## src/hw/rtl/jch_pkg.sv

```systemverilog
`default_nettype none

package jch_pkg;

    // Field widths of the ports.
    localparam int KEY_W       = 64;
    localparam int BUCKET_W    = 32;
    localparam int CFG_DATA_W  = 64;
    localparam int CFG_IDX_W   = 1;

    // Fixed shifts of the jump step: j = ((b + 1) << FRAC_SHIFT) / ((key >> KEY_SHIFT) + 1).
    localparam int FRAC_SHIFT  = 31;
    localparam int KEY_SHIFT   = 33;
    localparam int HALF_W      = KEY_W / 2;
    localparam int DVS_W       = KEY_W - KEY_SHIFT + 1;

    localparam int BUCKET_BITS_DEF = 32;

    localparam logic [KEY_W-1:0]    MULT_RESET  = 64'd2862933555777941757;
    localparam logic [BUCKET_W-1:0] COUNT_RESET = 32'd1;

    typedef enum logic [CFG_IDX_W-1:0] {
        CFG_BUCKET_COUNT = 1'b0,
        CFG_LCG_MULT     = 1'b1
    } t_cfg_idx;

    // Operand halves fed to the shared 32x32 multiplier.
    typedef enum logic [1:0] {
        MUL_LO_LO,
        MUL_LO_HI,
        MUL_HI_LO
    } t_mul_sel;

    typedef enum logic [1:0] {
        ACC_HOLD,
        ACC_LOAD,
        ACC_ADD_HI
    } t_acc_op;

    typedef struct packed {
        logic     key_load;
        logic     key_update;
        t_mul_sel mul_sel;
        t_acc_op  acc_op;
        logic     div_init;
        logic     div_step;
        logic     b_load;
    } t_dp_cmd;

    typedef struct packed {
        logic count_zero;
        logic div_last;
        logic more;
    } t_dp_status;

endpackage

`default_nettype wire

```

## src/hw/rtl/jch_datapath.sv

```systemverilog
`default_nettype none

module jch_datapath #(
    parameter int BUCKET_BITS = jch_pkg::BUCKET_BITS_DEF
) (
    input  wire logic                      i_clk,
    input  wire logic [jch_pkg::KEY_W-1:0] i_key,
    input  wire logic [jch_pkg::KEY_W-1:0] i_mult,
    input  wire logic [BUCKET_BITS-1:0]    i_count,
    input  wire jch_pkg::t_dp_cmd          i_cmd,
    output jch_pkg::t_dp_status            o_status,
    output logic [BUCKET_BITS-1:0]         o_bucket
);
    import jch_pkg::*;

    localparam int DIV_STEPS = BUCKET_BITS + FRAC_SHIFT;
    localparam int CNT_W     = $clog2(DIV_STEPS);

    logic [KEY_W-1:0]       r_key;
    logic [KEY_W-1:0]       r_pp;
    logic [KEY_W-1:0]       r_acc;
    logic [BUCKET_BITS-1:0] r_b;
    logic [DVS_W-1:0]       r_dvs;
    logic [DVS_W-2:0]       r_rem;
    logic [BUCKET_BITS-1:0] r_dvd;
    logic [BUCKET_BITS-1:0] r_q;
    logic                   r_ovf;
    logic [CNT_W-1:0]       r_cnt;

    logic [HALF_W-1:0]      mul_a;
    logic [HALF_W-1:0]      mul_b;
    logic [DVS_W-1:0]       rem_sh;
    logic                   rem_ge;
    logic [DVS_W-1:0]       rem_diff;
    logic [BUCKET_BITS:0]   q_sh;
    logic [BUCKET_BITS:0]   dvd_sh;

    always_comb begin
        case (i_cmd.mul_sel)
            MUL_LO_LO: begin
                mul_a = r_key[HALF_W-1:0];
                mul_b = i_mult[HALF_W-1:0];
            end
            MUL_LO_HI: begin
                mul_a = r_key[HALF_W-1:0];
                mul_b = i_mult[KEY_W-1:HALF_W];
            end
            MUL_HI_LO: begin
                mul_a = r_key[KEY_W-1:HALF_W];
                mul_b = i_mult[HALF_W-1:0];
            end
            default: begin
                mul_a = r_key[HALF_W-1:0];
                mul_b = i_mult[HALF_W-1:0];
            end
        endcase
    end

    // One restoring division step: bring down the next dividend bit.
    assign rem_sh   = {r_rem, r_dvd[BUCKET_BITS-1]};
    assign rem_ge   = (rem_sh >= r_dvs);
    assign rem_diff = rem_sh - r_dvs;
    assign q_sh     = {r_q, rem_ge};
    assign dvd_sh   = {r_dvd, 1'b0};

    always_ff @(posedge i_clk) begin
        r_pp <= KEY_W'(mul_a) * KEY_W'(mul_b);

        case (i_cmd.acc_op)
            ACC_LOAD:   r_acc <= r_pp;
            ACC_ADD_HI: r_acc <= r_acc + {r_pp[HALF_W-1:0], {HALF_W{1'b0}}};
            default:    r_acc <= r_acc;
        endcase

        if (i_cmd.key_load) begin
            r_key <= i_key;
            r_b   <= '0;
        end else if (i_cmd.key_update) begin
            r_key <= r_acc + KEY_W'(1);
        end

        if (i_cmd.b_load) begin
            r_b <= r_q;
        end

        if (i_cmd.div_init) begin
            r_dvs <= DVS_W'(r_key[KEY_W-1:KEY_SHIFT]) + DVS_W'(1);
            r_rem <= '0;
            r_dvd <= r_b + BUCKET_BITS'(1);
            r_q   <= '0;
            r_ovf <= 1'b0;
            r_cnt <= '0;
        end else if (i_cmd.div_step) begin
            r_rem <= rem_ge ? rem_diff[DVS_W-2:0] : rem_sh[DVS_W-2:0];
            r_dvd <= dvd_sh[BUCKET_BITS-1:0];
            r_q   <= q_sh[BUCKET_BITS-1:0];
            r_ovf <= r_ovf | q_sh[BUCKET_BITS];
            r_cnt <= r_cnt + CNT_W'(1);
        end
    end

    assign o_status.count_zero = (i_count == '0);
    assign o_status.div_last   = (r_cnt == CNT_W'(DIV_STEPS - 1));
    assign o_status.more       = !r_ovf && (r_q < i_count);
    assign o_bucket            = r_b;

endmodule

`default_nettype wire

```

## src/hw/rtl/jch_ctrl.sv

```systemverilog
`default_nettype none

module jch_ctrl (
    input  wire logic               i_clk,
    input  wire logic               i_rst_n,
    input  wire logic               i_in_valid,
    input  wire logic               i_out_free,
    input  wire jch_pkg::t_dp_status i_status,
    output logic                    o_in_stall,
    output jch_pkg::t_dp_cmd        o_cmd,
    output logic                    o_out_load
);
    import jch_pkg::*;

    typedef enum logic [3:0] {
        S_IDLE,
        S_MUL0,
        S_MUL1,
        S_MUL2,
        S_MUL3,
        S_KEY,
        S_DINIT,
        S_DIV,
        S_TEST,
        S_DONE
    } t_state;

    t_state r_state;
    t_state n_state;
    logic   r_busy;
    logic   n_busy;
    logic   accept;

    assign accept = i_in_valid && !r_busy;

    always_comb begin
        n_state          = r_state;
        o_cmd.key_load   = 1'b0;
        o_cmd.key_update = 1'b0;
        o_cmd.mul_sel    = MUL_LO_LO;
        o_cmd.acc_op     = ACC_HOLD;
        o_cmd.div_init   = 1'b0;
        o_cmd.div_step   = 1'b0;
        o_cmd.b_load     = 1'b0;
        o_out_load       = 1'b0;
        case (r_state)
            S_IDLE: begin
                if (accept) begin
                    o_cmd.key_load = 1'b1;
                    n_state = i_status.count_zero ? S_DONE : S_MUL0;
                end
            end
            S_MUL0: begin
                o_cmd.mul_sel = MUL_LO_LO;
                n_state = S_MUL1;
            end
            S_MUL1: begin
                o_cmd.mul_sel = MUL_LO_HI;
                o_cmd.acc_op  = ACC_LOAD;
                n_state = S_MUL2;
            end
            S_MUL2: begin
                o_cmd.mul_sel = MUL_HI_LO;
                o_cmd.acc_op  = ACC_ADD_HI;
                n_state = S_MUL3;
            end
            S_MUL3: begin
                o_cmd.acc_op = ACC_ADD_HI;
                n_state = S_KEY;
            end
            S_KEY: begin
                o_cmd.key_update = 1'b1;
                n_state = S_DINIT;
            end
            S_DINIT: begin
                o_cmd.div_init = 1'b1;
                n_state = S_DIV;
            end
            S_DIV: begin
                o_cmd.div_step = 1'b1;
                if (i_status.div_last) begin
                    n_state = S_TEST;
                end
            end
            S_TEST: begin
                if (i_status.more) begin
                    o_cmd.b_load = 1'b1;
                    n_state = S_MUL0;
                end else begin
                    n_state = S_DONE;
                end
            end
            S_DONE: begin
                if (i_out_free) begin
                    o_out_load = 1'b1;
                    n_state = S_IDLE;
                end
            end
            default: begin
                n_state = S_IDLE;
            end
        endcase
        n_busy = (n_state != S_IDLE);
    end

    always_ff @(posedge i_clk) begin
        if (!i_rst_n) begin
            r_state <= S_IDLE;
            r_busy  <= 1'b0;
        end else begin
            r_state <= n_state;
            r_busy  <= n_busy;
        end
    end

    assign o_in_stall = r_busy;

endmodule

`default_nettype wire

```

## src/hw/rtl/jump_consistent_hash_core.sv

```systemverilog
// Each jump step runs the 64-bit key update on one shared 32x32 multiplier (states S_MUL0
// to S_MUL3), the key write-back, the divider setup, the bit-serial divider and the loop
// test. A zero bucket count skips the jump steps and answers 0. One key is processed at
// a time; a new key is taken while the previous result waits in the output register.
// Reset (synchronous, active low) empties the block, sets bucket_count to 1 and the multiplier.
`default_nettype none

module jump_consistent_hash_core #(
    parameter int BUCKET_BITS = jch_pkg::BUCKET_BITS_DEF
) (
    input  wire logic                           i_clk,
    input  wire logic                           i_rst_n,
    // Key channel.
    input  wire logic                           i_valid,
    output logic                                o_stall,
    input  wire logic [jch_pkg::KEY_W-1:0]      i_hash_key,
    // Bucket channel.
    output logic                                o_valid,
    input  wire logic                           i_stall,
    output logic [jch_pkg::BUCKET_W-1:0]        o_bucket_index,
    // Configuration write channel.
    input  wire logic                           i_cfg_valid,
    output logic                                o_cfg_ready,
    input  wire logic [jch_pkg::CFG_IDX_W-1:0]  i_cfg_index,
    input  wire logic [jch_pkg::CFG_DATA_W-1:0] i_cfg_data
);
    import jch_pkg::*;

    // Configuration registers. Only the low BUCKET_BITS bits of the bucket count are kept,
    // which also bounds every bucket number the loop can produce.
    logic [BUCKET_BITS-1:0] r_count;
    logic [KEY_W-1:0]       r_mult;

    // Output register. It decouples the result from the key side, so the next key
    // transfer can happen while a finished bucket still waits for its consumer.
    logic                   r_o_valid;
    logic [BUCKET_W-1:0]    r_o_bucket;

    t_dp_cmd                dp_cmd;
    t_dp_status             dp_status;
    logic [BUCKET_BITS-1:0] dp_bucket;
    logic                   out_load;
    logic                   out_free;

    assign o_cfg_ready = 1'b1;

    always_ff @(posedge i_clk) begin
        if (!i_rst_n) begin
            r_count <= COUNT_RESET[BUCKET_BITS-1:0];
            r_mult  <= MULT_RESET;
        end else if (i_cfg_valid && o_cfg_ready) begin
            case (t_cfg_idx'(i_cfg_index))
                CFG_BUCKET_COUNT: r_count <= i_cfg_data[BUCKET_BITS-1:0];
                CFG_LCG_MULT:     r_mult  <= i_cfg_data;
                default:          r_count <= r_count;
            endcase
        end
    end

    // The output slot is free when it is empty or its bucket transfers in this cycle.
    assign out_free = !r_o_valid || !i_stall;

    always_ff @(posedge i_clk) begin
        if (!i_rst_n) begin
            r_o_valid <= 1'b0;
        end else if (out_load) begin
            r_o_valid <= 1'b1;
        end else if (!i_stall) begin
            r_o_valid <= 1'b0;
        end
    end

    always_ff @(posedge i_clk) begin
        if (out_load) begin
            r_o_bucket <= BUCKET_W'(dp_bucket);
        end
    end

    assign o_valid        = r_o_valid;
    assign o_bucket_index = r_o_bucket;

    // The controller sequences the key update, the division and the loop test.
    jch_ctrl u_ctrl (
        .i_clk      (i_clk),
        .i_rst_n    (i_rst_n),
        .i_in_valid (i_valid),
        .i_out_free (out_free),
        .i_status   (dp_status),
        .o_in_stall (o_stall),
        .o_cmd      (dp_cmd),
        .o_out_load (out_load)
    );

    // The datapath holds the key, the multiplier product, the divider and the current bucket.
    jch_datapath #(
        .BUCKET_BITS (BUCKET_BITS)
    ) u_datapath (
        .i_clk    (i_clk),
        .i_key    (i_hash_key),
        .i_mult   (r_mult),
        .i_count  (r_count),
        .i_cmd    (dp_cmd),
        .o_status (dp_status),
        .o_bucket (dp_bucket)
    );

`ifndef SYNTH
    // A waiting bucket always lies below the configured bucket count when that count is nonzero.
    a_bucket_range: assert property (@(posedge i_clk) disable iff (!i_rst_n)
        (r_o_valid && (r_count != '0)) |-> (r_o_bucket < BUCKET_W'(r_count)))
        else $error("bucket number not below bucket count");

    // A key transfer starts the work, so the key side stalls in the next cycle.
    a_busy_after_take: assert property (@(posedge i_clk) disable iff (!i_rst_n)
        (i_valid && !o_stall) |=> o_stall)
        else $error("key side not stalled after a key transfer");

    // A result is written into the output register only when the slot is free.
    a_no_overwrite: assert property (@(posedge i_clk) disable iff (!i_rst_n)
        out_load |-> (!r_o_valid || !i_stall))
        else $error("pending bucket overwritten");
`endif

endmodule

`default_nettype wire

```

## config.mk

```make
export PLATFORM = sky130hd
export DESIGN_NAME = jump_consistent_hash_core
export DESIGN_NICKNAME = d
export VERILOG_FILES = /design/src/hw/rtl/jch_pkg.sv /design/src/hw/rtl/jch_datapath.sv /design/src/hw/rtl/jch_ctrl.sv /design/src/hw/rtl/jump_consistent_hash_core.sv
export SDC_FILE = /design/constraint.sdc
export NUM_CORES = 2
export LEC_CHECK = 0
export CAP_MARGIN = 40
export CORE_MARGIN = 2
export CORE_UTILIZATION = 45
export DETAILED_ROUTE_END_ITERATION = 12
export DONT_BUFFER_PORTS = 1
export SLEW_MARGIN = 30
export SYNTH_ARGS = -nofsm -noshare
export SYNTH_HDL_FRONTEND = slang
export SYNTH_SLANG_ARGS = --single-unit
```

## constraint.sdc

```tcl
create_clock -name i_clk -period 8.1 [get_ports i_clk]
set_input_delay 2.025 -clock i_clk [delete_from_list [all_inputs] [get_ports i_clk]]
set_output_delay 2.025 -clock i_clk [all_outputs]
set_load 0.02 [all_outputs]
```

==> flow_summary.json <==
{
  "run_status": "complete, but fails checks",
  "failed_checks": "negative setup slack",
  "first_pass_iters": 6,
  "cts.path.max_buffers": 3,
  "num_rows": 129,
  "port_buffers": 0,
  "ctsHtreeMaxLevel": 2,
  "final_cell_mix": "931 x inv_1, 848 x nand2_1, 845 x fa_1, 771 x nor2_1, 519 x buf_4",
  "wirelength_microns": 191000,
  "dr_total_vias": 44317,
  "grt_pass1_vias": 45663,
  "cts_made_buffers": 53,
  "drive_gt1_frac": 0.1722,
  "path_max_fanout": 8,
  "cp-start-kind": "flop",
  "cp_slowest_cell": "fa_2",
  "antenna_left": 0,
  "synthArstFlopShare": 0,
  "dr.first_iter.drc_count": 3514,
  "nets": 7913,
  "wl_per_cell_microns": 23.30,
  "whs_ps": 467.6,
  "path_class": "reg2reg",
  "synth-seq-area-share": 0.2220,
  "drv_cap": 0,
  "clk_latency_ps": 680,
  "cp-end-kind": "flop",
  "grtUsageTotal": 0.3025,
  "nFillCells": 11149,
  "mostFrequentLayoutCell": "inv_1",
  "grt.overflow.total": 0,
  "slew_violations": 0,
  "synth_ff_type": "edfxtp_1",
  "path_clk_slew_ps": 60,
  "die_h_microns": 356.5,
  "syn-num-nets": 7457,
  "postSynthAreaPerCell_sq_um": 9.224,
  "stdcell_count": 8199,
  "via_per_inst": 5.405,
  "drc": 0,
  "fin_crit_sh": 1.039,
  "clock_sinks": 492,
  "antenna_found_initial": 4,
  "crit_top_cell": "fa_1",
  "area_growth_pct": 19.62,
  "synth_edf_count": 256,
  "fin_util": 0.5416,
  "root_buffer": "clkbuf_16",
  "grt_pass1_wl_microns": 284600,
  "hold_viol_final": 0,
  "period_needed_ps": 8412,
  "dp.cells": 7972,
  "cts_tree": "yes",
  "worstMarginPinSlew_ps": 803.9,
  "grt_max_degree": 104,
  "crit_required_ps": 8670,
  "dp.final_hpwl_microns": 157300,
  "ys_seq_elements": 492,
  "synth_area_sq_um": 55910,
  "relSlewSlack": 0.4641,
  "place.gp.congestion": 1.013,
  "rsz0062_at_grt": "yes",
  "layout_setup_ws_ps": -312.4,
  "arrival_ps": 8980,
  "ios": 169,
  "fmax_mhz": 118.9,
  "yosysWarnings": 0,
  "max_stage_delay_ps": 590,
  "insertedDiodeCount": 0,
  "fp.dieArea_sq_um": 127100,
  "setup_viol": 21,
  "ys_types": 84,
  "core_sq_um": 123500,
  "die_x_microns": 356.5,
  "fin_skew_ps": 54.26,
  "initial_core_util": 0.4528,
  "synth_cells": 6061,
  "hold_class": "reg2reg"
}
-- flip-flops by register name (all words and copies together), names as in the netlist --
signal and flops:
o_bucket_index 32, u_datapath.r_q 32, u_datapath.r_acc 64, u_ctrl.r_state 4
u_datapath.r_cnt 6, u_datapath.r_key 64, u_datapath.r_rem 31, u_datapath.r_pp 64
r_mult 64, u_datapath.r_dvd 32, o_valid 1, u_datapath.r_ovf 1
r_count 32, u_datapath.r_dvs 32, u_ctrl.o_in_stall 1, u_datapath.o_bucket 32
-- timing repair --
action                     in CTS  in global routing
resized for setup             192                142
hold buffers                    0                  0
pin swaps                      45                103
hold endpoints to repair        0                  0
cloned                          9                  3
setup endpoints to repair      27                 37
buffers inserted               66                 57
-- critical path, delay by kind of cell (launching register included) --
family / cells / cell delay (ps)
AOI/OAI and AO/OA: 8 / 1610
adders and majority gates: 9 / 4300
muxes: 1 / 300
buffers and inverters: 10 / 1220
DFF: 1 / 370
and+or+nand+nor: 4 / 310
xor gates and xnor gates: 1 / 150
-- synthesized netlist by cell type, types with 88 or more instances --
| library cell | instances | area (sq um) |
|---|---|---|
| edfxtp_1 | 256 | 7687 |
| xnor2_1 | 132 | 1156 |
| mux2_2 | 88 | 991.0 |
| nand2_1 | 854 | 3206 |
| xor2_1 | 99 | 867.1 |
| nand3_1 | 137 | 685.7 |
| ha_1 | 364 | 4554 |
| inv_1 | 955 | 3585 |
| a21oi_1 | 232 | 1161 |
| nor2_1 | 791 | 2969 |
| fa_1 | 898 | 17980 |
| dfxtp_1 | 236 | 4725 |
| clkbuf_1 | 233 | 874.6 |
-- logic make-up after synthesis --
group / synth area share
other: 0.00006708
adder cells (fa/ha/maj): 0.4030
XOR/XNOR: 0.03619
AO/OA/AOI/OAI: 0.06761
flip-flops: 0.2220
multiplexers: 0.03205
buffers and inverters: 0.08247
AND/OR/NAND/NOR: 0.1566
-- final cells by class --
class / instances / area, sq um / area share
Tap cell: 1637 / 2048 / 0.03063
Clock inverter: 28 / 291.5 / 0.004359
Timing Repair Buffer: 668 / 6560 / 0.09809
Inverter: 956 / 3591 / 0.05369
Sequential cell: 492 / 12420 / 0.1857
Multi-Input combinational cell: 4346 / 40400 / 0.6040
Clock buffer: 72 / 1573 / 0.02352
-- stage by stage --
| step | TNS [ps] | instance area [sq um] | worst slack, ps |
|---|---|---|---|
| 3_3_place_gp | -7809 | 62040 | -470.9 |
| 2_1_floorplan | 0 | 56310 | 4.980 |
| 3_5_place_dp | -8931 | 62160 | -557.5 |
| 6_report | -3950 | 66880 | -312.4 |
| 5_1_grt | -8353 | 66880 | -518.3 |
| 4_1_cts | -2811 | 65740 | -199.6 |
-- per-layer routing --
| metal | vias to the layer above | share of wire | global-route usage | wire length (microns) |
|---|---|---|---|---|
| met5 | - | 0.00031 | 0 | 60 |
| met4 | 8 | 0.073 | 0.1781 | 13860 |
| met3 | 500 | 0.074 | 0.05509 | 14190 |
| met2 | 1704 | 0.47 | 0.4931 | 89740 |
| met1 | 22196 | 0.38 | 0.3767 | 73180 |
| li1 | 19909 | - | - | - |
-- path summary, 6_finish.rpt --
path,cells after the start,start,endpoint,slack (ps)
worst min register to register,2,u_datapath.r_rem[10],u_datapath.r_rem[10],470
worst min-delay path,2,u_datapath.r_rem[10],u_datapath.r_rem[10],470
worst max-delay path,33,u_ctrl.r_state[0],u_datapath.r_pp[48],-310
worst max register to register,33,u_ctrl.r_state[0],u_datapath.r_pp[48],-310
Power is left out: the tool's default activity adds up to more than one toggle a clock period on the data nets, which glitch-free logic cannot reach.
